[src/rtl/fsip_pkg.sv]
package fsip_pkg;

  // kinds of work handed from the front end to the back end
  typedef enum logic [1:0] {
    CMD_CHAR = 2'd0,  // one character, final
    CMD_PAIR = 2'd1,  // percent sign, then the stored character
    CMD_DEC  = 2'd2,  // signed decimal conversion of the argument
    CMD_HEX  = 2'd3   // unsigned uppercase hex conversion of the argument
  } cmd_kind_e;

  typedef struct packed {
    cmd_kind_e   kind;
    logic [7:0]  ch;
    logic [31:0] arg;
  } cmd_t;

  // back end sequencer states
  typedef enum logic [3:0] {
    BK_IDLE = 4'b0001,
    BK_TAIL = 4'b0010,
    BK_CONV = 4'b0100,
    BK_EMIT = 4'b1000
  } back_state_e;

  // character codes
  localparam logic [7:0] CharNul     = 8'h00;
  localparam logic [7:0] CharPercent = 8'h25;
  localparam logic [7:0] CharMinus   = 8'h2d;
  localparam logic [7:0] CharLowC    = 8'h63;
  localparam logic [7:0] CharLowD    = 8'h64;
  localparam logic [7:0] CharLowP    = 8'h70;
  localparam logic [7:0] CharLowX    = 8'h78;

  // digit characters, 0-9 then A-F
  localparam logic [7:0] HexChars [16] = '{
    8'h30, 8'h31, 8'h32, 8'h33, 8'h34, 8'h35, 8'h36, 8'h37,
    8'h38, 8'h39, 8'h41, 8'h42, 8'h43, 8'h44, 8'h45, 8'h46
  };

  // digit stack: a 32-bit value has at most ten decimal digits
  localparam int unsigned DigitDepth = 10;
  localparam int unsigned DigitIdxW  = 4;

  // divide by ten: q = (x * RecipTen) >> RecipShift, exact for 32-bit x
  localparam logic [31:0] RecipTen   = 32'hcccc_cccd;
  localparam int unsigned RecipShift = 35;

endpackage

[src/rtl/fsip_front.sv]
module fsip_front (
  input  logic                clk_i,
  input  logic                rst_ni,
  input  logic                push,
  output logic                full,
  input  logic [7:0]          fmt_char_i,
  input  logic [31:0]         arg_word_i,
  output logic                cmd_push_o,
  output fsip_pkg::cmd_t      cmd_o,
  input  logic                cmd_full_i
);

  logic accept;
  logic pending_q, pending_d;
  logic has_cmd;

  assign full   = cmd_full_i;
  assign accept = push & ~cmd_full_i;

  // classify the format byte against the pending percent flag
  always_comb begin
    pending_d   = pending_q;
    has_cmd     = 1'b0;
    cmd_o.kind  = fsip_pkg::CMD_CHAR;
    cmd_o.ch    = fmt_char_i;
    cmd_o.arg   = arg_word_i;
    if (fmt_char_i == fsip_pkg::CharNul) begin
      pending_d = 1'b0;
    end else if (!pending_q) begin
      if (fmt_char_i == fsip_pkg::CharPercent) begin
        pending_d = 1'b1;
      end else begin
        has_cmd = 1'b1;
      end
    end else begin
      pending_d = 1'b0;
      has_cmd   = 1'b1;
      case (fmt_char_i)
        fsip_pkg::CharLowD: begin
          cmd_o.kind = fsip_pkg::CMD_DEC;
        end
        fsip_pkg::CharLowX, fsip_pkg::CharLowP: begin
          cmd_o.kind = fsip_pkg::CMD_HEX;
        end
        fsip_pkg::CharLowC: begin
          cmd_o.ch = arg_word_i[7:0];
        end
        fsip_pkg::CharPercent: begin
          cmd_o.ch = fsip_pkg::CharPercent;
        end
        default: begin
          cmd_o.kind = fsip_pkg::CMD_PAIR;
        end
      endcase
    end
  end

  assign cmd_push_o = accept & has_cmd;

  // percent flag
  always_ff @(posedge clk_i or negedge rst_ni) begin
    if (!rst_ni) begin
      pending_q <= 1'b0;
    end else if (accept) begin
      pending_q <= pending_d;
    end
  end

endmodule

[config.mk]
export PLATFORM = sky130hd
export DESIGN_NAME = fsip_front
export DESIGN_NICKNAME = d
export VERILOG_FILES = /design/src/rtl/fsip_pkg.sv /design/src/rtl/fsip_front.sv
export SDC_FILE = /design/constraint.sdc
export NUM_CORES = 1
export LEC_CHECK = 0
export BUFFER_PORTS_ARGS = -buffer_cell sky130_fd_sc_hd__buf_2
export CAP_MARGIN = 20
export CORE_UTILIZATION = 28
export CTS_CLUSTER_DIAMETER = 60
export DETAILED_ROUTE_END_ITERATION = 7
export GPL_TIMING_DRIVEN = 1
export PLACE_DENSITY = 0.79
export SLEW_MARGIN = 20
export SYNTH_ARGS = -nofsm -noshare
export SYNTH_HDL_FRONTEND = slang
export SYNTH_SLANG_ARGS = --single-unit
[constraint.sdc]
create_clock -name clk_i -period 1.3 [get_ports clk_i]
set_input_delay 0 -clock clk_i [delete_from_list [all_inputs] [get_ports clk_i]]
set_output_delay 0 -clock clk_i [all_outputs]
set_load 0.01 [all_outputs]
==> run metrics, run 1 <==
average wire per standard cell 10.99 um; DRC 0; CTS resizes 0; Worst-Skew Late Latency 0 ps; area share of the largest cell type after synthesis 44.10%; min-delay worst type in2out; Worst-path clk slew 0 ps; leak pwr 0.3050 nW; Worst Path Max Fanout 3; DP HPWL 1050 um; Netlist Area Pre-Place 561.8 um^2; startpoint type of the worst setup path flip-flop; max FFs per register 1; DIE AREA 0.002189 mm^2; area leader, netlist buf_4; vias per cell approximately 4.7; final clock skew 0 ps; crit end category output port; Slew Viols, Final 0; worst path arrival time roughly 1200 ps; via count 506; Setup Viol. Count Final 0; antenna cells 0; post-CTS setup repair buffer count 0; syn_nets 119; most frequent cell after synthesis buf_4; gr usage total under 10%; post-layout min period 1224 ps; Worst EP required between 1000 and 1500 ps; synth unique cells 28; status complete, no violations; drt initial violations 6; gpl congestion around 0.88; Post-DP Area between 500 and 600 um^2; cell area after layout 554.3 um^2; top cells by instance count after synthesis buf_4 (33), nor3_1 (5), a21boi_0 (4), nor2_1 (4), a21o_2 (3); global-route wire length before repair 1697 um; total negative slack 0 ps; Cells after Synth 75; global route overflow 0; Initial Util 31.18%; die width ~47 um; Die Ht 46.79 um; PortBufs 39; Largest regs pending_q x1; Nets 129; drt first pass iters 4; Post-synth EDFFs 0; Yosys reg bits 1; Max Cap Viol 0; largest net degree at the start of global routing 9; critical path type reg2out; Avg Inst Size Synth 7.491 um^2; pwr dens 300.2 mW/mm^2; main area contributors after synthesis buf_4 (44%), a21boi_0 (5.3%), a21o_2 (4.7%); number of global-route vias before repair 404; share of layout cells above drive strength 1 60.24%; RSZ-0062 raised after global routing yes; slew of the pin with the lowest slew margin 516.6 ps; Hold Fails Final Rpt 0; Area growth, synth to finish -1.336%; yosys warns 0; register bank with the most flops pending_q; post-synthesis sequential area ratio roughly 4.5%; Core Box Area ~0.0018 mm^2; Routed WL 1187 um; async set or reset register ratio after synthesis 100.0%; site row count 15; total power 0.0001664 W; Worst slew margin 65.29%; initial antenna violation count 0; Antenna Nets Post-Route 0; FMAX about 820 MHz; ys flop type dfrtp_1; Tcrit/Tclk final 94.17%; IO Count 88; worst ir drop on vdd about 100 uV
## metrics by stage
stage                     std cells  util (%)  setup WS [ps]  hold slack, ps
final                           108     30.76          75.83        0.004454
after global routing            108     30.76         -3.133         0.01615
after CTS                       108     30.76          58.51         0.06862
after detailed placement        107     30.21          62.24          -225.1
after global placement          107     30.21          97.33          -221.8
after floorplan                  75         -          73.68          -295.6
## timing repair
action	CTS	global route
hold buffers	1	0
endpoints found under the hold margin	1	0
endpoints found under the setup margin	0	1
## report_power, final
group | internal, W | switching [W]
Combinational | 0.0000652 | 0.0000692
Sequential | 0.0000318 | 0.0000000807
Clock | 0 | 0
## cell families after synthesis
| family | share of synthesized area, % |
|---|---|
| compound gates | 18.71 |
| simple gates | 23.61 |
| buf+inv | 47.44 |
| flops | 4.454 |
| mux | 5.790 |
## layout by cell type (no fill, tap or decap), types with 2 or more instances in the layout
master	count
nor2_1	4
inv_1	2
a21o_2	3
nand2_1	2
nor3_1	5
mux2_2	2
buf_4	2
a21boi_0	4
buf_2	39
## worst paths after layout
path                                start   endpoint  slack, ps  cells past startpoint
setup reg to reg                pending_q  pending_q        300                      3
hold reg to reg                 pending_q  pending_q        600                      3
min in group asynchronous          rst_ni  pending_q        320                      2
setup / recovery                pending_q  cmd_o[33]         80                      4
max in group asynchronous          rst_ni  pending_q        900                      2
hold / removal             arg_word_i[24]  cmd_o[24]      0.004                      0
## worst max-delay path: stages, from the launching register on
cell and delay [ps]:
dfrtp_1 330, nand4b_1 160, nor4_4 230, mux2_2 360, buf_2 140
## area by class of cell
class	instances	area [um^2]
fillers	206	1247
multi-input cells	38	270.3
repair buffers	42	220.2
well taps	25	31.28
flip-flops and latches	1	25.02
inverters	2	7.507
## layer usage
metal | vias to the layer above | wire length (um) | global-route usage, %
met5 | - | 0 | 0
met4 | 0 | 20 | 2.286
met3 | 6 | 113 | 0.7692
met2 | 30 | 615 | 18.89
met1 | 226 | 437 | 12.01
li1 | 244 | - | -
Note: power is estimated with default switching activity, not from simulation.
==> run 2: changes to the inputs <==
==> constraint.sdc (replaced) <==
create_clock -name clk_i -period 1.2 [get_ports clk_i]
set_input_delay 0 -clock clk_i [delete_from_list [all_inputs] [get_ports clk_i]]
set_output_delay 0 -clock clk_i [all_outputs]
set_load 0.01 [all_outputs]
==> run metrics, run 2 (synthesized netlist as in run 1, its figures left out) <==
Max Cap Viol 0 (unchanged); Worst EP required 1200 ps (-100 ps); Tcrit/Tclk final 104.4%; global-route wire length before repair 1911 um (+13%); PortBufs 39 (unchanged); final clock skew 0 ps (unchanged); Antenna Nets Post-Route 0 (unchanged); max incr delay on CP 370 ps (about the same); Die Ht 46.79 um (unchanged); max FFs per register 1 (unchanged); Core Box Area 0.001802 mm^2 (unchanged); share of layout cells above drive strength 1 63.64% (+3.4 points); placed cells 110 (+2.8%); gr usage total 11.44% (+1.5 points); leak pwr 0.3381 nW (+11%); dpl ws -46.68 ps (-108.9 ps); total power 0.0002025 W (+22%); register bank with the most flops pending_q; Psw 0.00008304 W (+20%); worst ir drop on vdd 147.8 uV (+45%); failing checks setup timing; Int Pwr 0.0001195 W (+23%); Sequential Power Share 17.1% (-2.1 points); RSZ-0062 raised after global routing yes; pwr dens 322.4 mW/mm^2 (+7.4%); via count 553 (+9.3%); initial antenna violation count 0 (unchanged); Post-DP Area 566.8 um^2 (+4.1%); slew of the pin with the lowest slew margin 279.9 ps (-236.7 ps); gpl congestion 0.9192 (+4.5%); Initial Util 31.18% (unchanged); fin cells 113 (+4.6%); DP HPWL 1129 um (+7.6%); number of global-route vias before repair 438 (+8.4%); Setup Viol. Count Final 2 (+2); Worst-path clk slew 0 ps (unchanged); DIE AREA 0.002189 mm^2 (unchanged); final worst slack -52.97 ps (-128.8 ps); Worst Path Max Fanout 3 (unchanged); cell area after layout 628.1 um^2 (+13%); startpoint type of the worst setup path flip-flop; largest net degree at the start of global routing 9 (unchanged); antenna cells 0 (unchanged); most common cell after layout, fill and taps aside buf_2; drt initial violations 6 (unchanged); DRC 0 (unchanged); vias per cell 4.894 (+4.5%); Nets 134 (+3.9%); critical path type reg2out; status finished with violations; post-layout min period 1253 ps; Logic pwr share 82.9% (+2.1 points); Clock Power Share 0% (unchanged); global route overflow 0 (unchanged); crit end category output port; FMAX ~800 MHz; site row count 15 (unchanged); Area growth, synth to finish 11.80%; Largest regs pending_q x1; IO Count 88 (unchanged); min-delay worst type in2out; Worst slew margin 81.20% (+16 points); Worst-Skew Late Latency 0 ps (unchanged); Slowest-stage cell, CP mux2_2; Slew Viols, Final 0 (unchanged); average wire per standard cell 12.31 um (+12%); Routed WL 1391 um (+17%); sw frac 41.01% (-0.66 points); die width 46.79 um (unchanged); drt first pass iters 5 (+1); crit path cell chain nand4b_1 > nor4_4 > mux2_2 > buf_2; Hold Fails Final Rpt 0 (unchanged); worst path arrival time 1250 ps (+30 ps); most frequent cells in the layout buf_2 (36), buf_4 (7), nor2_1 (4), nor3_1 (4)
run 2: timing repair:
action                                 in CTS  in global routing
hold buffers                                1                  0
endpoints found under the hold margin       1                  0
pin swaps                                   0                  4
buffers inserted                            1                  1
resized for setup                           0                  8
setup endpoints to repair                   2                  8
run 2: layer usage:
metal  GRT usage (%)  wire length [um]  part of all wire, %  vias up
met5               0                 0                    0        -
met1           14.55               488                   35      240
met3           1.154               155                   11        9
met4           5.143                53                  3.8        0
met2           19.44               693                   50       51
li1                -                 -                    -      253
run 2: worst max-delay path, delay by kind of cell, from the launching register on:
family                 cells  cell delay (ps)
buffers and inverters      1              140
flip-flops                 1              340
AND/OR/NAND/NOR            2              410
multiplexers               1              370
run 2: final cells by class:
class | count | area (um^2)
Inverter | 2 | 7.507
Multi-Input combinational cell | 38 | 287.8
Sequential cell | 1 | 25.02
Tap cell | 25 | 31.28
Timing Repair Buffer | 47 | 276.5
Fill cell | 213 | 1174
run 2: power groups by stage:
stage	Combinational, W	Sequential (W)	Clock (W)
CTS	0.000155	0.0000346	0
finish	0.000168	0.0000346	0
global route	0.000183	0.0000346	0
detailed placement	0.000152	0.0000346	0
global placement	0.000148	0.0000346	0
floorplan	0.000171	0.0000347	0
run 2: worst paths after layout:
path                            slack, ps         to            from  cells past startpoint
worst max-delay path                  -50  cmd_o[38]       pending_q                      4
min in group asynchronous             330  pending_q          rst_ni                      2
worst min-delay path                0.004  cmd_o[31]  arg_word_i[31]                      0
worst min register to register        750  pending_q       pending_q                      4
max in group asynchronous             790  pending_q          rst_ni                      2
worst max register to register         20  pending_q       pending_q                      4
run 2: through the flow:
step	util, %	hold WS [ps]	setup TNS, ps
global placement	31.46	-221.3	0
detailed placement	31.46	-221.0	-89.89
finish	34.86	0.003906	-97.82
CTS	32.43	0.06862	-66.04
floorplan	-	-295.6	-52.64
global route	34.86	0.01506	-412.6
==> run 3: changes to the inputs <==
--- a/config.mk
+++ b/config.mk
@@ -7,11 +7,13 @@
 export LEC_CHECK = 0
 export BUFFER_PORTS_ARGS = -buffer_cell sky130_fd_sc_hd__buf_2
 export CAP_MARGIN = 20
-export CORE_UTILIZATION = 28
+export CORE_MARGIN = 2
+export CORE_UTILIZATION = 29
+export CTS_BUF_LIST = sky130_fd_sc_hd__clkbuf_8
 export CTS_CLUSTER_DIAMETER = 60
 export DETAILED_ROUTE_END_ITERATION = 7
 export GPL_TIMING_DRIVEN = 1
-export PLACE_DENSITY = 0.79
+export PLACE_DENSITY = 0.81
 export SLEW_MARGIN = 20
 export SYNTH_ARGS = -nofsm -noshare
 export SYNTH_HDL_FRONTEND = slang
==> constraint.sdc (replaced) <==
create_clock -name clk_i -period 1.3 [get_ports clk_i]
set_input_delay 0 -clock clk_i [delete_from_list [all_inputs] [get_ports clk_i]]
set_output_delay 0 -clock clk_i [all_outputs]
set_load 0.01 [all_outputs]
==> run metrics, run 3 (synthesized netlist as in run 1, its figures left out) <==
R2R Path End pending_q; IO Count 88 (unchanged); final clock skew 0 ps (unchanged); final worst slack 58.37 ps (+111.3 ps); Worst setup startpoint pending_q; vias per cell 4.651 (-5.0%); antenna cells 0 (unchanged); Worst Path Max Fanout 3 (unchanged); dpl ws 50.37 ps (+97.04 ps); slew of the pin with the lowest slew margin 296.0 ps (+16.07 ps); Area growth, synth to finish 0.8909%; most frequent cells in the layout buf_2 (39), nor2_1 (4), nor3_1 (4), a21boi_0 (4); Sequential Power Share 18.8% (+1.7 points); Clock Power Share 0% (unchanged); Worst-Skew Late Latency 0 ps (unchanged); PortBufs 39 (unchanged); startpoint type of the worst setup path flip-flop; critical path type reg2out; site row count 15 (unchanged); Routed WL 1268 um (-8.8%); Core Box Area 0.001783 mm^2 (-1.0%); Initial Util 31.51% (+0.33 points); reg2reg start pending_q; cell area after layout 566.8 um^2 (-9.8%); total power 0.0001701 W (-16%); gr usage total 10.39% (-1.0 points); share of layout cells above drive strength 1 61.90% (-1.7 points); Worst Hold Depth 0 (unchanged); most common cell after layout, fill and taps aside buf_2; Worst EP required 1300 ps (+100 ps); Max Cap Viol 0 (unchanged); Psw 0.00007262 W (-13%); Hold Fails Final Rpt 0 (unchanged); status complete, no violations; max FFs per register 1 (unchanged); Worst-path clk slew 0 ps (unchanged); R2R Setup Slk 280 ps (+260 ps); post-layout min period 1242 ps; sw frac 42.70% (+1.7 points); leak pwr 0.3102 nW (-8.3%); fillers 201 (-5.6%); crit path cell chain nand4b_1 > nor4_4 > mux2_2 > buf_2; Slowest-stage cell, CP mux2_2; via count 507 (-8.3%); worst path arrival time 1240 ps (about the same); Worst Hold Endpoint cmd_o[22]; worst ir drop on vdd 109.4 uV (-26%); FMAX about 810 MHz; register bank with the most flops pending_q; drt initial violations 14 (+8); Nets 130 (-3.0%); Antenna Nets Post-Route 0 (unchanged); DRC 0 (unchanged); DP HPWL 1040 um (-7.9%); gpl congestion 0.8470 (-7.9%); min-delay worst type in2out; family with the most delay on the worst path simple AND/OR/NAND/NOR gates; Post-DP Area 544.3 um^2 (-4.0%); Setup Viol. Count Final 0 (-2); initial antenna violation count 0 (unchanged); global route overflow 0 (unchanged); pwr dens 300.0 mW/mm^2 (-6.9%); number of global-route vias before repair 430 (-1.8%); WHS 0.002819 ps (-0.001087 ps); Die Ht 48.02 um (+2.6%); Slew Viols, Final 0 (unchanged); CP Buf/Inv Count 1 (unchanged); Logic pwr share 81.2% (-1.7 points); DIE AREA 0.002305 mm^2 (+5.3%); max incr delay on CP 370 ps (about the same); crit end category output port; drt first pass iters 4 (-1); largest net degree at the start of global routing 9 (unchanged); Int Pwr 0.00009744 W (-18%); r2r worst-path depth 3 (-1); Tcrit/Tclk final between 90% and 100%; hold path startpoint arg_word_i[22]; Largest regs pending_q x1; average wire per standard cell 11.63 um (-5.5%); die width 48.02 um (+2.6%); RSZ-0062 raised after global routing yes; global-route wire length before repair 1814 um (-5.1%); Worst slew margin 80.16% (-1.0 points)
[run 3: worst register-to-register path: cells and delay by family, from the launching register on]
kind / cells / cell delay (ps)
flip-flops: 1 / 360
AND/OR/NAND/NOR: 1 / 280
buffers and inverters: 1 / 150
AO/OA/AOI/OAI: 1 / 140
[run 3: through the flow]
step                cells  TNS (ps)  utilization, %
CTS                   108         0           31.09
detailed placement    107         0           30.53
finish                109         0           31.79
global placement      107         0           30.53
global route          109    -8.861           31.79
floorplan              75         0               -
[run 3: routing by layer]
layer	up-vias	wire [um]	track usage [%]
met2	24	666	19.20
li1	244	-	-
met4	0	9	3.784
met5	-	0	0
met1	235	502	12.58
met3	4	89	0.3774
[run 3: repair_timing]
item,in CTS,in global routing
endpoints found under the setup margin,0,2
endpoints found under the hold margin,1,0
gates resized for setup,0,1
setup buffers,0,1
hold buffers,1,0
[run 3: power groups by stage]
stage                     Combinational, W  Clock (W)  Sequential [W]
after floorplan                   0.000158          0       0.0000320
after global placement            0.000130          0       0.0000319
after detailed placement          0.000134          0       0.0000319
after CTS                         0.000137          0       0.0000319
after global routing              0.000151          0       0.0000319
final                             0.000138          0       0.0000319
[run 3: layout make-up]
| type | count | area [um^2] | area share, % |
|---|---|---|---|
| inverters | 2 | 7.507 | 1.325 |
| repair buffers | 43 | 227.7 | 40.18 |
| multi-input cells | 38 | 275.3 | 48.57 |
| well taps | 25 | 31.28 | 5.519 |
| flip-flops and latches | 1 | 25.02 | 4.415 |
[run 3: worst max path at each step]
| stage | cells after the start | slack, ps | to |
|---|---|---|---|
| after global placement | 4 | 100 | cmd_o[38] |
| after global routing | 4 | -9 | cmd_o[38] |
| final | 4 | 60 | cmd_o[38] |
| after floorplan | 3 | 70 | cmd_o[33] |
| after CTS | 4 | 50 | cmd_o[38] |
| after detailed placement | 4 | 50 | cmd_o[38] |
