===== src/rtl/fsip_pkg.sv =====
package fsip_pkg;

  // kinds of work handed from the front end to the back end
  typedef enum logic [1:0] {
    CMD_CHAR = 2'd0,  // one character, final
    CMD_PAIR = 2'd1,  // percent sign, then the stored character
    CMD_DEC  = 2'd2,  // signed decimal conversion of the argument
    CMD_HEX  = 2'd3   // unsigned uppercase hex conversion of the argument
  } cmd_kind_e;

  typedef struct packed {
    cmd_kind_e   kind;
    logic [7:0]  ch;
    logic [31:0] arg;
  } cmd_t;

  // back end sequencer states
  typedef enum logic [3:0] {
    BK_IDLE = 4'b0001,
    BK_TAIL = 4'b0010,
    BK_CONV = 4'b0100,
    BK_EMIT = 4'b1000
  } back_state_e;

  // character codes
  localparam logic [7:0] CharNul     = 8'h00;
  localparam logic [7:0] CharPercent = 8'h25;
  localparam logic [7:0] CharMinus   = 8'h2d;
  localparam logic [7:0] CharLowC    = 8'h63;
  localparam logic [7:0] CharLowD    = 8'h64;
  localparam logic [7:0] CharLowP    = 8'h70;
  localparam logic [7:0] CharLowX    = 8'h78;

  // digit characters, 0-9 then A-F
  localparam logic [7:0] HexChars [16] = '{
    8'h30, 8'h31, 8'h32, 8'h33, 8'h34, 8'h35, 8'h36, 8'h37,
    8'h38, 8'h39, 8'h41, 8'h42, 8'h43, 8'h44, 8'h45, 8'h46
  };

  // digit stack: a 32-bit value has at most ten decimal digits
  localparam int unsigned DigitDepth = 10;
  localparam int unsigned DigitIdxW  = 4;

  // divide by ten: q = (x * RecipTen) >> RecipShift, exact for 32-bit x
  localparam logic [31:0] RecipTen   = 32'hcccc_cccd;
  localparam int unsigned RecipShift = 35;

endpackage


===== src/rtl/fsip_cmd_queue.sv =====
module fsip_cmd_queue (
  input  logic           clk_i,
  input  logic           rst_ni,
  input  logic           push_i,
  input  fsip_pkg::cmd_t cmd_i,
  output logic           full_o,
  input  logic           pop_i,
  output fsip_pkg::cmd_t cmd_o,
  output logic           empty_o
);

  fsip_pkg::cmd_t mem_q [2];
  logic           wr_ptr_q, rd_ptr_q;
  logic [1:0]     cnt_q;
  logic           do_push, do_pop;

  assign full_o  = (cnt_q == 2'd2);
  assign empty_o = (cnt_q == 2'd0);
  assign do_push = push_i & ~full_o;
  assign do_pop  = pop_i & ~empty_o;
  assign cmd_o   = mem_q[rd_ptr_q];

  // storage
  always_ff @(posedge clk_i) begin
    if (do_push) begin
      mem_q[wr_ptr_q] <= cmd_i;
    end
  end

  // pointers and fill count
  always_ff @(posedge clk_i or negedge rst_ni) begin
    if (!rst_ni) begin
      wr_ptr_q <= 1'b0;
      rd_ptr_q <= 1'b0;
      cnt_q    <= 2'd0;
    end else begin
      if (do_push) begin
        wr_ptr_q <= ~wr_ptr_q;
      end
      if (do_pop) begin
        rd_ptr_q <= ~rd_ptr_q;
      end
      cnt_q <= cnt_q + {1'b0, do_push} - {1'b0, do_pop};
    end
  end

endmodule


===== config.mk =====
export PLATFORM = sky130hd
export DESIGN_NAME = fsip_cmd_queue
export DESIGN_NICKNAME = d
export VERILOG_FILES = /design/src/rtl/fsip_pkg.sv /design/src/rtl/fsip_cmd_queue.sv
export SDC_FILE = /design/constraint.sdc
export NUM_CORES = 1
export LEC_CHECK = 0
export ABC_AREA = 0
export ABC_CLOCK_PERIOD_IN_PS = 3600
export BUFFER_PORTS_ARGS = -buffer_cell sky130_fd_sc_hd__buf_4
export CORE_MARGIN = 1.5
export CORE_UTILIZATION = 52
export DETAILED_ROUTE_END_ITERATION = 8
export PLACE_DENSITY = 0.84
export SKIP_LAST_GASP = 1
export SLEW_MARGIN = 20
export SYNTH_ARGS = -nofsm -noshare
export SYNTH_HDL_FRONTEND = slang
export SYNTH_SLANG_ARGS = --single-unit

===== constraint.sdc =====
create_clock -name clk_i -period 3.6 [get_ports clk_i]
set_input_delay 0.54 -clock clk_i [delete_from_list [all_inputs] [get_ports clk_i]]
set_output_delay 0.54 -clock clk_i [all_outputs]
set_load 0.005 [all_outputs]

==> run summary, run 1 <==
================================================================================
Net Sw Power ......................................................  0.0008506 W
Initial standard-cell utilization of the core .....................       0.5407
Global-route wire length before repair ............................      8093 um
Sink count of the clock tree ......................................           88
Launch point of the critical path .................................     rd_ptr_q
Synthesized instance count ........................................          149
Min-Delay Path Class ..............................................    in -> reg
WHS Path Cells ....................................................            1
Final period util .................................................       0.6936
Total negative slack for setup checks .............................         0 ns
Top Ports .........................................................           90
Share of cells above drive strength 1 .............................       0.5929
TritonCTS clock tree ..............................................         done
Mapped Avg Cell Area ..............................................   23.04 um^2
Setup Crit Path Kind ..............................................   reg -> out
Top FF cell, synth ................................................ sky130_fd_sc_hd__edfxtp_1
CP Capture Point ..................................................     cmd_o[8]
Proportion of synthesized chip area in sequential cells ...........       0.7638
Biggest area contributors in the synthesized netlist .............. sky130_fd_sc_hd__edfxtp_1 73%, sky130_fd_sc_hd__mux2_4 17%, sky130_fd_sc_hd__dfrtp_1 2.9%, sky130_fd_sc_hd__buf_12 2.3%, sky130_fd_sc_hd__mux2_2 0.98%
Part of the power in registers ....................................        0.460
Worst Path Max Fanout .............................................           22
Depth of the worst register-to-register path ......................            4
Congestion Overflow GR ............................................            0
Routability congestion estimate from global placement .............       0.6777
Shortest clock period the worst path allows after layout ..........     2.497 ns
Final setup viols .................................................            0
Yosys Warn Count ..................................................            0
VDD IR max ........................................................    0.6068 mV
Met1 track utilization from global routing ........................       0.1792
Estimated wirelength of the detail-placed design ..................      3580 um
Yosys reg bits ....................................................           88
Number of clock buffers inserted by TritonCTS .....................            9
Number of global-route vias before repair .........................         1698
Cell type with the largest total area after synthesis ............. sky130_fd_sc_hd__edfxtp_1
Met3 demand-to-capacity share in global routing ...................      0.04228
Initial DRC Count .................................................           84
CTS H-Tree Depth ..................................................            3
Detailed Route WL .................................................      5323 um
Root buf cell ..................................................... sky130_fd_sc_hd__clkbuf_8
# resized after CTS ...............................................            0
DRC violation count after routing .................................            0
Clock share of power ..............................................        0.210
Worst R2R End ..................................................... mem_q[0][10]
Summed instance area of the synthesized netlist ...................    3433 um^2
Power density normalized to cell area ............................. 765.7 nW/um^2
Combinational fraction of design power ............................        0.330
Switch share ......................................................       0.2552
Total via count after detailed routing ............................         1602
Max Clock Skew ....................................................  0.005873 ns
Most frequent cell after synthesis ................................ sky130_fd_sc_hd__edfxtp_1
Number of port buffers ............................................           89
CTS clk-pin slew, worst paths .....................................      0.08 ns
Initial DRT Pass Iterations .......................................            4
Worst endpoint required time ......................................      3.06 ns
Synth cell count leaders .......................................... 84 x sky130_fd_sc_hd__edfxtp_1, 39 x sky130_fd_sc_hd__mux2_4, 4 x sky130_fd_sc_hd__buf_12, 4 x sky130_fd_sc_hd__dfrtp_1
Total Power Consumption ...........................................   0.003333 W
Die Area ..........................................................    7099 um^2
Top achievable clock speed ........................................    400.5 MHz
Clock insertion delay at the later pin of the skew report .........      0.34 ns
Result of the run ................................................. complete, no violations
Number of antenna violations at the first check in global routing .            0
Row cnt ...........................................................           29
CP arrival ........................................................      1.96 ns
Leak ..............................................................     1.765 nW
Synthesized net count .............................................          197
Worst slew pin tran ...............................................     1.007 ns
Worst-case register-to-register setup slack .......................      1.68 ns
Buffer levels on the longest clock path ...........................            2
Floorplan die width ...............................................     84.26 um
Relative slew margins .............................................       0.3286
Overall fraction of global-route tracks in use ....................       0.1527
Global Route met2 Usage ...........................................       0.2589
DRT antenna net count .............................................            0
Final slew viol count .............................................            0
Post-synth cell types .............................................           15
Number of max-cap violations ......................................            0
Number of nets in the finished design .............................          296
Antenna fix cells .................................................            0
Number of enable-type register cells in the synthesized netlist ...           84
Type of element capturing the critical path .......................  output port
Final Hold Fails ..................................................            0
Share of the synthesized area in the top cell type ................       0.7347
Post-detailed-route via-to-cell ratio .............................        4.855
Most Crowded Layer GR .............................................         met2
Kind of start point of the critical path ..........................     register
Die extent in y ...................................................     84.26 um
Setup repair after global routing missed its margin ...............           no
Launching point of the worst reg2reg path .........................     cnt_q[1]
Routed length per placed instance .................................     16.13 um
Relative area change from synthesis to final layout ...............       26.79%
Maximum number of pins on one net before global-route repair ......           43
Share of synthesized flip-flops with an asynchronous set or reset .      0.04545
Internal power ....................................................   0.002482 W
Core footprint ....................................................    6350 um^2
================================================================================
[power by group through the flow]
stage	sequential (W)	combinational, W	clock [W]
6_report	0.00153	0.00110	0.000700
5_1_grt	0.00156	0.00118	0.000747
4_1_cts	0.00154	0.00112	0.000717
2_1_floorplan	0.00148	0.000792	0
3_3_place_gp	0.00155	0.00110	0
3_5_place_dp	0.00156	0.00112	0
[final cells by class]
class	instances	area [um^2]
multi-input cells	54	720.7
flip-flops and latches	88	2624
clock inverters	4	68.82
clock buffers	12	135.1
repair buffers	93	700.7
fillers	408	1997
inverters	2	7.507
well taps	77	96.34
[cells by family after synthesis]
group,synth area share
flops,0.7638
mux,0.1804
buf+inv,0.02879
simple gates,0.009478
xor+xnor,0.01021
fa+ha+maj,0.007287
[cell usage in the layout (no fill, tap or decap)]
master / Yosys / routed
sky130_fd_sc_hd__dfrtp_2: 0 / 1
sky130_fd_sc_hd__mux2_2: 3 / 3
sky130_fd_sc_hd__edfxtp_1: 84 / 84
sky130_fd_sc_hd__inv_1: 2 / 2
sky130_fd_sc_hd__xor2_1: 1 / 1
sky130_fd_sc_hd__clkbuf_8: 0 / 9
sky130_fd_sc_hd__dfrtp_1: 4 / 3
sky130_fd_sc_hd__ha_1: 2 / 2
sky130_fd_sc_hd__and3_2: 0 / 1
sky130_fd_sc_hd__dlygate4sd3_1: 0 / 1
sky130_fd_sc_hd__nor2_4: 0 / 1
sky130_fd_sc_hd__clkinv_2: 0 / 1
sky130_fd_sc_hd__clkinv_1: 0 / 1
sky130_fd_sc_hd__nand2_1: 1 / 1
sky130_fd_sc_hd__clkbuf_1: 0 / 3
sky130_fd_sc_hd__xnor2_1: 3 / 3
sky130_fd_sc_hd__bufinv_16: 0 / 2
sky130_fd_sc_hd__nor2b_2: 1 / 1
sky130_fd_sc_hd__mux2_4: 39 / 39
sky130_fd_sc_hd__nand2b_1: 1 / 1
sky130_fd_sc_hd__buf_4: 0 / 92
sky130_fd_sc_hd__nor2_1: 2 / 1
[worst min-delay path by stage]
stage	from	endpoint	slack [ns]
after global placement	rst_ni	cnt_q[0]	0.34
after detailed placement	rst_ni	cnt_q[0]	0.34
after floorplan	rst_ni	cnt_q[0]	0.24
final	cmd_i[22]	mem_q[0][22]	0.38
after global routing	cmd_i[23]	mem_q[1][23]	0.37
after CTS	cmd_i[23]	mem_q[1][23]	0.36
[critical path: stages, from the launching register on]
cell                      delay, ns
sky130_fd_sc_hd__dfrtp_2       0.79
sky130_fd_sc_hd__buf_4         0.37
sky130_fd_sc_hd__mux2_4        0.32
sky130_fd_sc_hd__buf_4         0.13
[per-stage QoR]
step	worst slack (ns)	utilization	area [um^2]	hold slack [ns]	std cells
after floorplan	0.7568	-	3433	0.2444	149
after global placement	1.430	0.6518	4139	0.3400	313
after detailed placement	1.419	0.6518	4139	0.3424	313
after CTS	1.041	0.6855	4353	0.3648	330
after global routing	1.018	0.6855	4353	0.3661	330
final	1.103	0.6855	4353	0.3826	330
[sequential cells by signal, indices dropped and copies added (netlist names)]
register and flops:
rd_ptr_q 1, mem_q 84, cnt_q 2, wr_ptr_q 1
[metal layers]
metal | vias up | part of all wire
met5 | - | 0
met3 | 9 | 0.067
met2 | 64 | 0.50
met4 | 0 | 0.015
li1 | 775 | -
met1 | 754 | 0.42
[what timing repair did]
| action | in CTS | in global routing |
|---|---|---|
| hold endpoints to repair | 4 | 0 |
| buffers inserted | 0 | 0 |
| hold buffers | 1 | 0 |
Note: power is estimated with default switching activity, not from simulation.
==> run 2: changes to the inputs <==
Settings changed: ABC_CLOCK_PERIOD_IN_PS 3600 to 2100, CORE_UTILIZATION 52 to 47, PLACE_DENSITY 0.84 to 0.8.
Clock period 3.6 ns to 2.1 ns, I/O delays scaled along.
==> run 2 against run 1 <==
Effect of this change: setup slack got worse by 0.95 ns; sequential cell count unchanged; total power grew 77%; clock skew grew 0.0036 ns.
==> run summary, run 2 (same netlist as run 1, synthesis figures left out) <==
================================================================================
Fill count ........................................................          482   +18%
Clock insertion delay at the later pin of the skew report .........      0.34 ns   about the same
Worst Path Max Fanout .............................................           11   -50%
Number of flip-flops in the largest register ......................           84   unchanged
Top Ports .........................................................           90   unchanged
Congestion Overflow GR ............................................            0   unchanged
Most common cell after layout, fill and taps aside ................ sky130_fd_sc_hd__buf_4
TritonCTS clock tree ..............................................         done
Registers with the most flip-flops ................................ mem_q: 84 flops, cnt_q: 2 flops
Sink count of the clock tree ......................................           88   unchanged
WHS Path Cells ....................................................            1   unchanged
Total negative slack for setup checks .............................         0 ns   unchanged
Result of the run ................................................. complete, no violations
Kind of start point of the critical path ..........................     register
Initial DRT Pass Iterations .......................................            4   unchanged
VDD IR max ........................................................    0.6487 mV   +6.9%
Number of global-route vias before repair .........................         1720   +1.3%
Max Clock Skew ....................................................  0.009475 ns   +0.003601 ns
CP arrival ........................................................      1.63 ns   -0.33 ns
Die Area ..........................................................    7827 um^2   +10%
Initial DRC Count .................................................           85   +1.2%
Estimated wirelength of the detail-placed design ..................      4113 um   +15%
Final slew viol count .............................................            0   unchanged
Type of element capturing the critical path .......................  output port
Root buf cell ..................................................... sky130_fd_sc_hd__clkbuf_8
Row cnt ...........................................................           30   +3.4%
Total via count after detailed routing ............................         1685   +5.2%
Maximum number of pins on one net before global-route repair ......           32   -26%
Highest-count cells in the layout ignoring fill and taps .......... 92 x sky130_fd_sc_hd__buf_4, 84 x sky130_fd_sc_hd__edfxtp_1, 39 x sky130_fd_sc_hd__mux2_4
Routability congestion estimate from global placement .............       0.7069   +4.3%
Number of nets in the finished design .............................          299   +1.0%
Post-detailed-route via-to-cell ratio .............................        4.787   -1.4%
Number of port buffers ............................................           89   unchanged
Post CTS Setup Buffer Count .......................................            0   unchanged
Largest register by flop count ....................................        mem_q
Power density normalized to cell area ............................. 1325 nW/um^2   +73%
Core footprint ....................................................    6944 um^2   +9.4%
Die extent in y ...................................................     88.47 um   +5.0%
Antenna fix cells .................................................            0   unchanged
# resized after CTS ...............................................            0   unchanged
CTS clk-pin slew, worst paths .....................................      0.09 ns   about the same
Number of max-cap violations ......................................            0   unchanged
Initial standard-cell utilization of the core .....................       0.4944   -0.04628
Relative slew margins .............................................       0.7162   +0.3876
Worst endpoint required time ......................................      1.78 ns   -1.28 ns
Number of antenna violations at the first check in global routing .            0   unchanged
Routed length per placed instance .................................     16.27 um   +0.87%
Top achievable clock speed ........................................    513.1 MHz
Share of cells above drive strength 1 .............................       0.6094   +0.01649
DRC violation count after routing .................................            0   unchanged
Final Hold Fails ..................................................            0   unchanged
DRT antenna net count .............................................            0   unchanged
Leak ..............................................................     1.794 nW   +1.6%
CTS H-Tree Depth ..................................................            3   unchanged
Floorplan die width ...............................................     88.47 um   +5.0%
Cell Area, Placed .................................................    4223 um^2   +2.0%
Min-Delay Path Class ..............................................    in -> reg
Hold bufs inserted after CTS ......................................            1   unchanged
Relative area change from synthesis to final layout ...............       29.70%
Setup Crit Path Kind ..............................................   reg -> out
Final period util .................................................       0.9281
Shortest clock period the worst path allows after layout ..........     1.949 ns
Overall fraction of global-route tracks in use ....................       0.1527   about the same
Worst slew pin tran ...............................................    0.4257 ns   -0.5814 ns
Buffer levels on the longest clock path ...........................            2   unchanged
Global-route wire length before repair ............................      8521 um   +5.3%
Setup repair after global routing missed its margin ...............           no
Detailed Route WL .................................................      5727 um   +7.6%
Final setup viols .................................................            0   unchanged
Non-Filler Cell Area, Final .......................................    4453 um^2   +2.3%
Depth of the worst register-to-register path ......................            7   +3
Number of clock buffers inserted by TritonCTS .....................            9   unchanged
================================================================================
## run 2: changes by cell type in the layout (fill, tap and decap cells not counted)
| cell | change |
|---|---|
| sky130_fd_sc_hd__buf_12 | +3 |
| sky130_fd_sc_hd__clkbuf_1 | -2 |
| sky130_fd_sc_hd__clkinv_1 | -1 |
| sky130_fd_sc_hd__clkinv_2 | -1 |
| sky130_fd_sc_hd__clkinv_4 | +1 |
| sky130_fd_sc_hd__clkinvlp_4 | +2 |
| sky130_fd_sc_hd__inv_6 | +1 |
## run 2: metal layers
layer / up-vias / GRT usage / wire [um]
met1: 829 / 0.1792 / 2261
li1: 782 / - / -
met3: 5 / 0.03825 / 348
met5: - / 0 / 0
met4: 0 / 0.07244 / 66
met2: 69 / 0.2644 / 3052
## run 2: layout make-up
type,instances,area [um^2],area share
multi-input cells,54,720.7,0.1618
inverters,2,7.507,0.001686
flip-flops and latches,88,2624,0.5892
well taps,96,120.1,0.02697
clock inverters,6,92.59,0.02079
repair buffers,96,760.7,0.1708
clock buffers,10,127.6,0.02866
## run 2: final timing paths
| kind | startpoint | to | slack [ns] |
|---|---|---|---|
| worst max-delay path | rd_ptr_q | cmd_o[26] | 0.15 |
| worst min-delay path | cmd_i[22] | mem_q[0][22] | 0.15 |
| worst max register to register | cnt_q[1] | cnt_q[1] | 0.50 |
| worst min register to register | cnt_q[1] | cnt_q[1] | 0.52 |
| max in group asynchronous | rst_ni | rd_ptr_q | 1.67 |
| min in group asynchronous | rst_ni | cnt_q[0] | 0.31 |
## run 2: per-stage QoR
stage | instances | setup WS (ns) | util | total power, W | hold WS [ns]
2_1_floorplan | 149 | 0.1387 | - | 0.003899 | 0.01941
3_3_place_gp | 335 | 0.5204 | 0.6081 | 0.004674 | 0.1197
3_5_place_dp | 335 | 0.4966 | 0.6081 | 0.004738 | 0.1182
4_1_cts | 352 | 0.1138 | 0.6413 | 0.005985 | 0.1342
5_1_grt | 352 | 0.07528 | 0.6413 | 0.006204 | 0.1214
6_report | 352 | 0.1510 | 0.6413 | 0.005901 | 0.1519
## run 2: critical path: stages, from the launching register on
cell,delay [ns]
sky130_fd_sc_hd__dfrtp_2,0.59
sky130_fd_sc_hd__buf_4,0.27
sky130_fd_sc_hd__mux2_4,0.31
sky130_fd_sc_hd__buf_4,0.13
## run 2: where the power goes
part,switching [W],internal (W),total [W]
logic,0.000801,0.00127,0.00207
registers,0.000176,0.00240,0.00258
clock network,0.000571,0.000677,0.00125
==> run 3: changes to the inputs <==
Settings changed: ABC_CLOCK_PERIOD_IN_PS 2100 to 2000, CORE_UTILIZATION 47 to 52, PLACE_DENSITY 0.8 to 0.84.
Clock period 2.1 ns to 2 ns, I/O delays scaled along.
==> run 3 against run 2 <==
Effect of this change: count of clock-buffer cells in the layout unchanged; final area decreased by 1.3%; die area decreased by 9.3%; first-iteration DRC count increased by 24%; critical endpoint is now cmd_o[0]; sequential power increased by 5%; clock skew increased by 0.00054 ns; combinational power increased by 4%; total power increased by 1.8%; register-to-register slack got worse by 0.14 ns.
==> run summary, run 3 (same netlist as run 1, synthesis figures left out) <==
================================================================================
Maximum number of pins on one net before global-route repair ......           27   -16%
Fill count ........................................................          422   -12%
Number of max-cap violations ......................................            0   unchanged
Power density normalized to cell area ............................. 1367 nW/um^2   +3.1%
Congestion Overflow GR ............................................            0   unchanged
Core footprint ....................................................    6350 um^2   -8.6%
Worst endpoint required time ......................................      1.70 ns   -0.08 ns
Buffer levels on the longest clock path ...........................            2   unchanged
TritonCTS clock tree ..............................................         done
Estimated wirelength of the detail-placed design ..................      3869 um   -5.9%
Number of global-route vias before repair .........................         1771   +3.0%
Post-detailed-route via-to-cell ratio .............................        4.916   +2.7%
Antenna fix cells .................................................            0   unchanged
Total negative slack for setup checks .............................         0 ns   unchanged
Initial standard-cell utilization of the core .....................       0.5407   +0.04628
Internal power ....................................................   0.004427 W   +1.7%
Type of element capturing the critical path .......................  output port
Clock share of power ..............................................        0.189   -0.022
Kind of start point of the critical path ..........................     register
Min-Delay Path Class ..............................................    in -> reg
Worst-case setup margin in the final layout .......................   0.09818 ns   -0.05287 ns
Share of cells above drive strength 1 .............................       0.6070   -0.002371
Number of clock buffers inserted by TritonCTS .....................            9   unchanged
CP arrival ........................................................      1.60 ns   -0.03 ns
CTS H-Tree Depth ..................................................            3   unchanged
Setup Crit Path Kind ..............................................   reg -> out
Number of flip-flops in the largest register ......................           84   unchanged
Final setup viols .................................................            0   unchanged
Final slew viol count .............................................            0   unchanged
Post CTS Setup Buffer Count .......................................            0   unchanged
Detailed Route WL .................................................      5477 um   -4.4%
Setup repair after global routing missed its margin ...............           no
Number of port buffers ............................................           89   unchanged
Routability congestion estimate from global placement .............       0.7058   -0.16%
Placed Cells ......................................................          317   -5.4%
CTS clk-pin slew, worst paths .....................................      0.09 ns   about the same
Row cnt ...........................................................           29   -3.3%
Max Clock Skew ....................................................   0.01001 ns   +0.0005402 ns
Worst Path Max Fanout .............................................           13   +2
Number of nets in the finished design .............................          300   +0.33%
Net Sw Power ......................................................   0.001578 W   +1.9%
Initial DRC Count .................................................          105   +24%
Routed length per placed instance .................................     16.40 um   +0.79%
Top Ports .........................................................           90   unchanged
Switch share ......................................................       0.2628   +0.0002818
Final Hold Fails ..................................................            0   unchanged
Sink count of the clock tree ......................................           88   unchanged
Final period util .................................................       0.9509
VDD IR max ........................................................    0.9473 mV   +46%
Die extent in y ...................................................     84.26 um   -4.8%
Worst slew pin tran ...............................................    0.3539 ns   -0.07181 ns
Relative area change from synthesis to final layout ...............       27.99%
Relative slew margins .............................................       0.7641   +0.04788
Floorplan die width ...............................................     84.26 um   -4.8%
Total via count after detailed routing ............................         1642   -2.6%
Most common cell after layout, fill and taps aside ................ sky130_fd_sc_hd__buf_4
Clock insertion delay at the later pin of the skew report .........      0.34 ns   about the same
Overall fraction of global-route tracks in use ....................       0.1677   +0.01492
Leak ..............................................................     1.786 nW   -0.42%
Part of the power in registers ....................................        0.452   +0.015
Combinational fraction of design power ............................        0.359   +0.008
Result of the run ................................................. complete, no violations
Global-route wire length before repair ............................      8749 um   +2.7%
Largest register by flop count ....................................        mem_q
Root buf cell ..................................................... sky130_fd_sc_hd__clkbuf_8
DRT antenna net count .............................................            0   unchanged
Registers with the most flip-flops ................................ mem_q: 84 flops, cnt_q: 2 flops
DRC violation count after routing .................................            0   unchanged
Shortest clock period the worst path allows after layout ..........     1.902 ns
Final std cells w/o fill ..........................................          334   -5.1%
Worst slack after detailed placement ..............................    0.3541 ns   -0.1425 ns
Die Area ..........................................................    7099 um^2   -9.3%
Highest-count cells in the layout ignoring fill and taps .......... 94 x sky130_fd_sc_hd__buf_4, 84 x sky130_fd_sc_hd__edfxtp_1, 39 x sky130_fd_sc_hd__mux2_4
Initial DRT Pass Iterations .......................................            4   unchanged
Number of antenna violations at the first check in global routing .            0   unchanged
Top achievable clock speed ........................................    525.8 MHz
Core occupancy in the finished layout .............................       0.6920   +0.05076
================================================================================
run 3: metal layers:
metal / wire, um / up-vias / GRT usage / share of wire
met1: 2203 / 794 / 0.1995 / 0.40
li1: - / 781 / - / -
met5: 0 / - / 0 / 0
met3: 320 / 9 / 0.04720 / 0.058
met4: 105 / 0 / 0.08048 / 0.019
met2: 2847 / 58 / 0.2829 / 0.52
run 3: cell type report:
type | instances | area (um^2) | share of cell area
clock buffers | 10 | 127.6 | 0.02904
well taps | 77 | 96.34 | 0.02192
flip-flops and latches | 88 | 2626 | 0.5977
multi-input cells | 54 | 720.7 | 0.1640
clock inverters | 6 | 60.06 | 0.01367
inverters | 2 | 7.507 | 0.001708
repair buffers | 97 | 755.7 | 0.1720
run 3: timing repair:
| item | CTS | global route |
|---|---|---|
| hold buffers | 1 | 0 |
| endpoints found under the setup margin | 0 | 24 |
| endpoints found under the hold margin | 4 | 0 |
| resized for setup | 0 | 1 |
run 3: final timing paths:
check,startpoint,to,slack (ns),cells past startpoint
worst max-delay path,rd_ptr_q,cmd_o[0],0.1,3
worst min-delay path,cmd_i[39],mem_q[0][39],0.14,1
worst max register to register,cnt_q[1],cnt_q[1],0.36,7
worst min register to register,cnt_q[1],cnt_q[1],0.52,1
max in group asynchronous,rst_ni,rd_ptr_q,1.59,2
min in group asynchronous,rst_ni,cnt_q[1],0.29,2
run 3: metrics by stage:
stage / total power (W) / instance area (um^2) / hold WS [ns]
2_1_floorplan: 0.004094 / 3441 / 0.004409
3_3_place_gp: 0.004873 / 4194 / 0.09999
3_5_place_dp: 0.004946 / 4194 / 0.1011
4_1_cts: 0.006096 / 4392 / 0.1133
5_1_grt: 0.006321 / 4394 / 0.1065
6_report: 0.006005 / 4394 / 0.1351
run 3: critical path, stage by stage, from the launching register on:
cell	delay [ns]
sky130_fd_sc_hd__dfrtp_4	0.57
sky130_fd_sc_hd__buf_12	0.20
sky130_fd_sc_hd__mux2_2	0.35
sky130_fd_sc_hd__buf_4	0.14
run 3: power by group through the flow:
| stage | clock network [W] | logic (W) | registers, W |
|---|---|---|---|
| CTS | 0.00118 | 0.00220 | 0.00272 |
| finish | 0.00114 | 0.00215 | 0.00271 |
| detailed placement | 0 | 0.00219 | 0.00276 |
| global placement | 0 | 0.00215 | 0.00273 |
| global route | 0.00125 | 0.00231 | 0.00276 |
| floorplan | 0 | 0.00143 | 0.00266 |
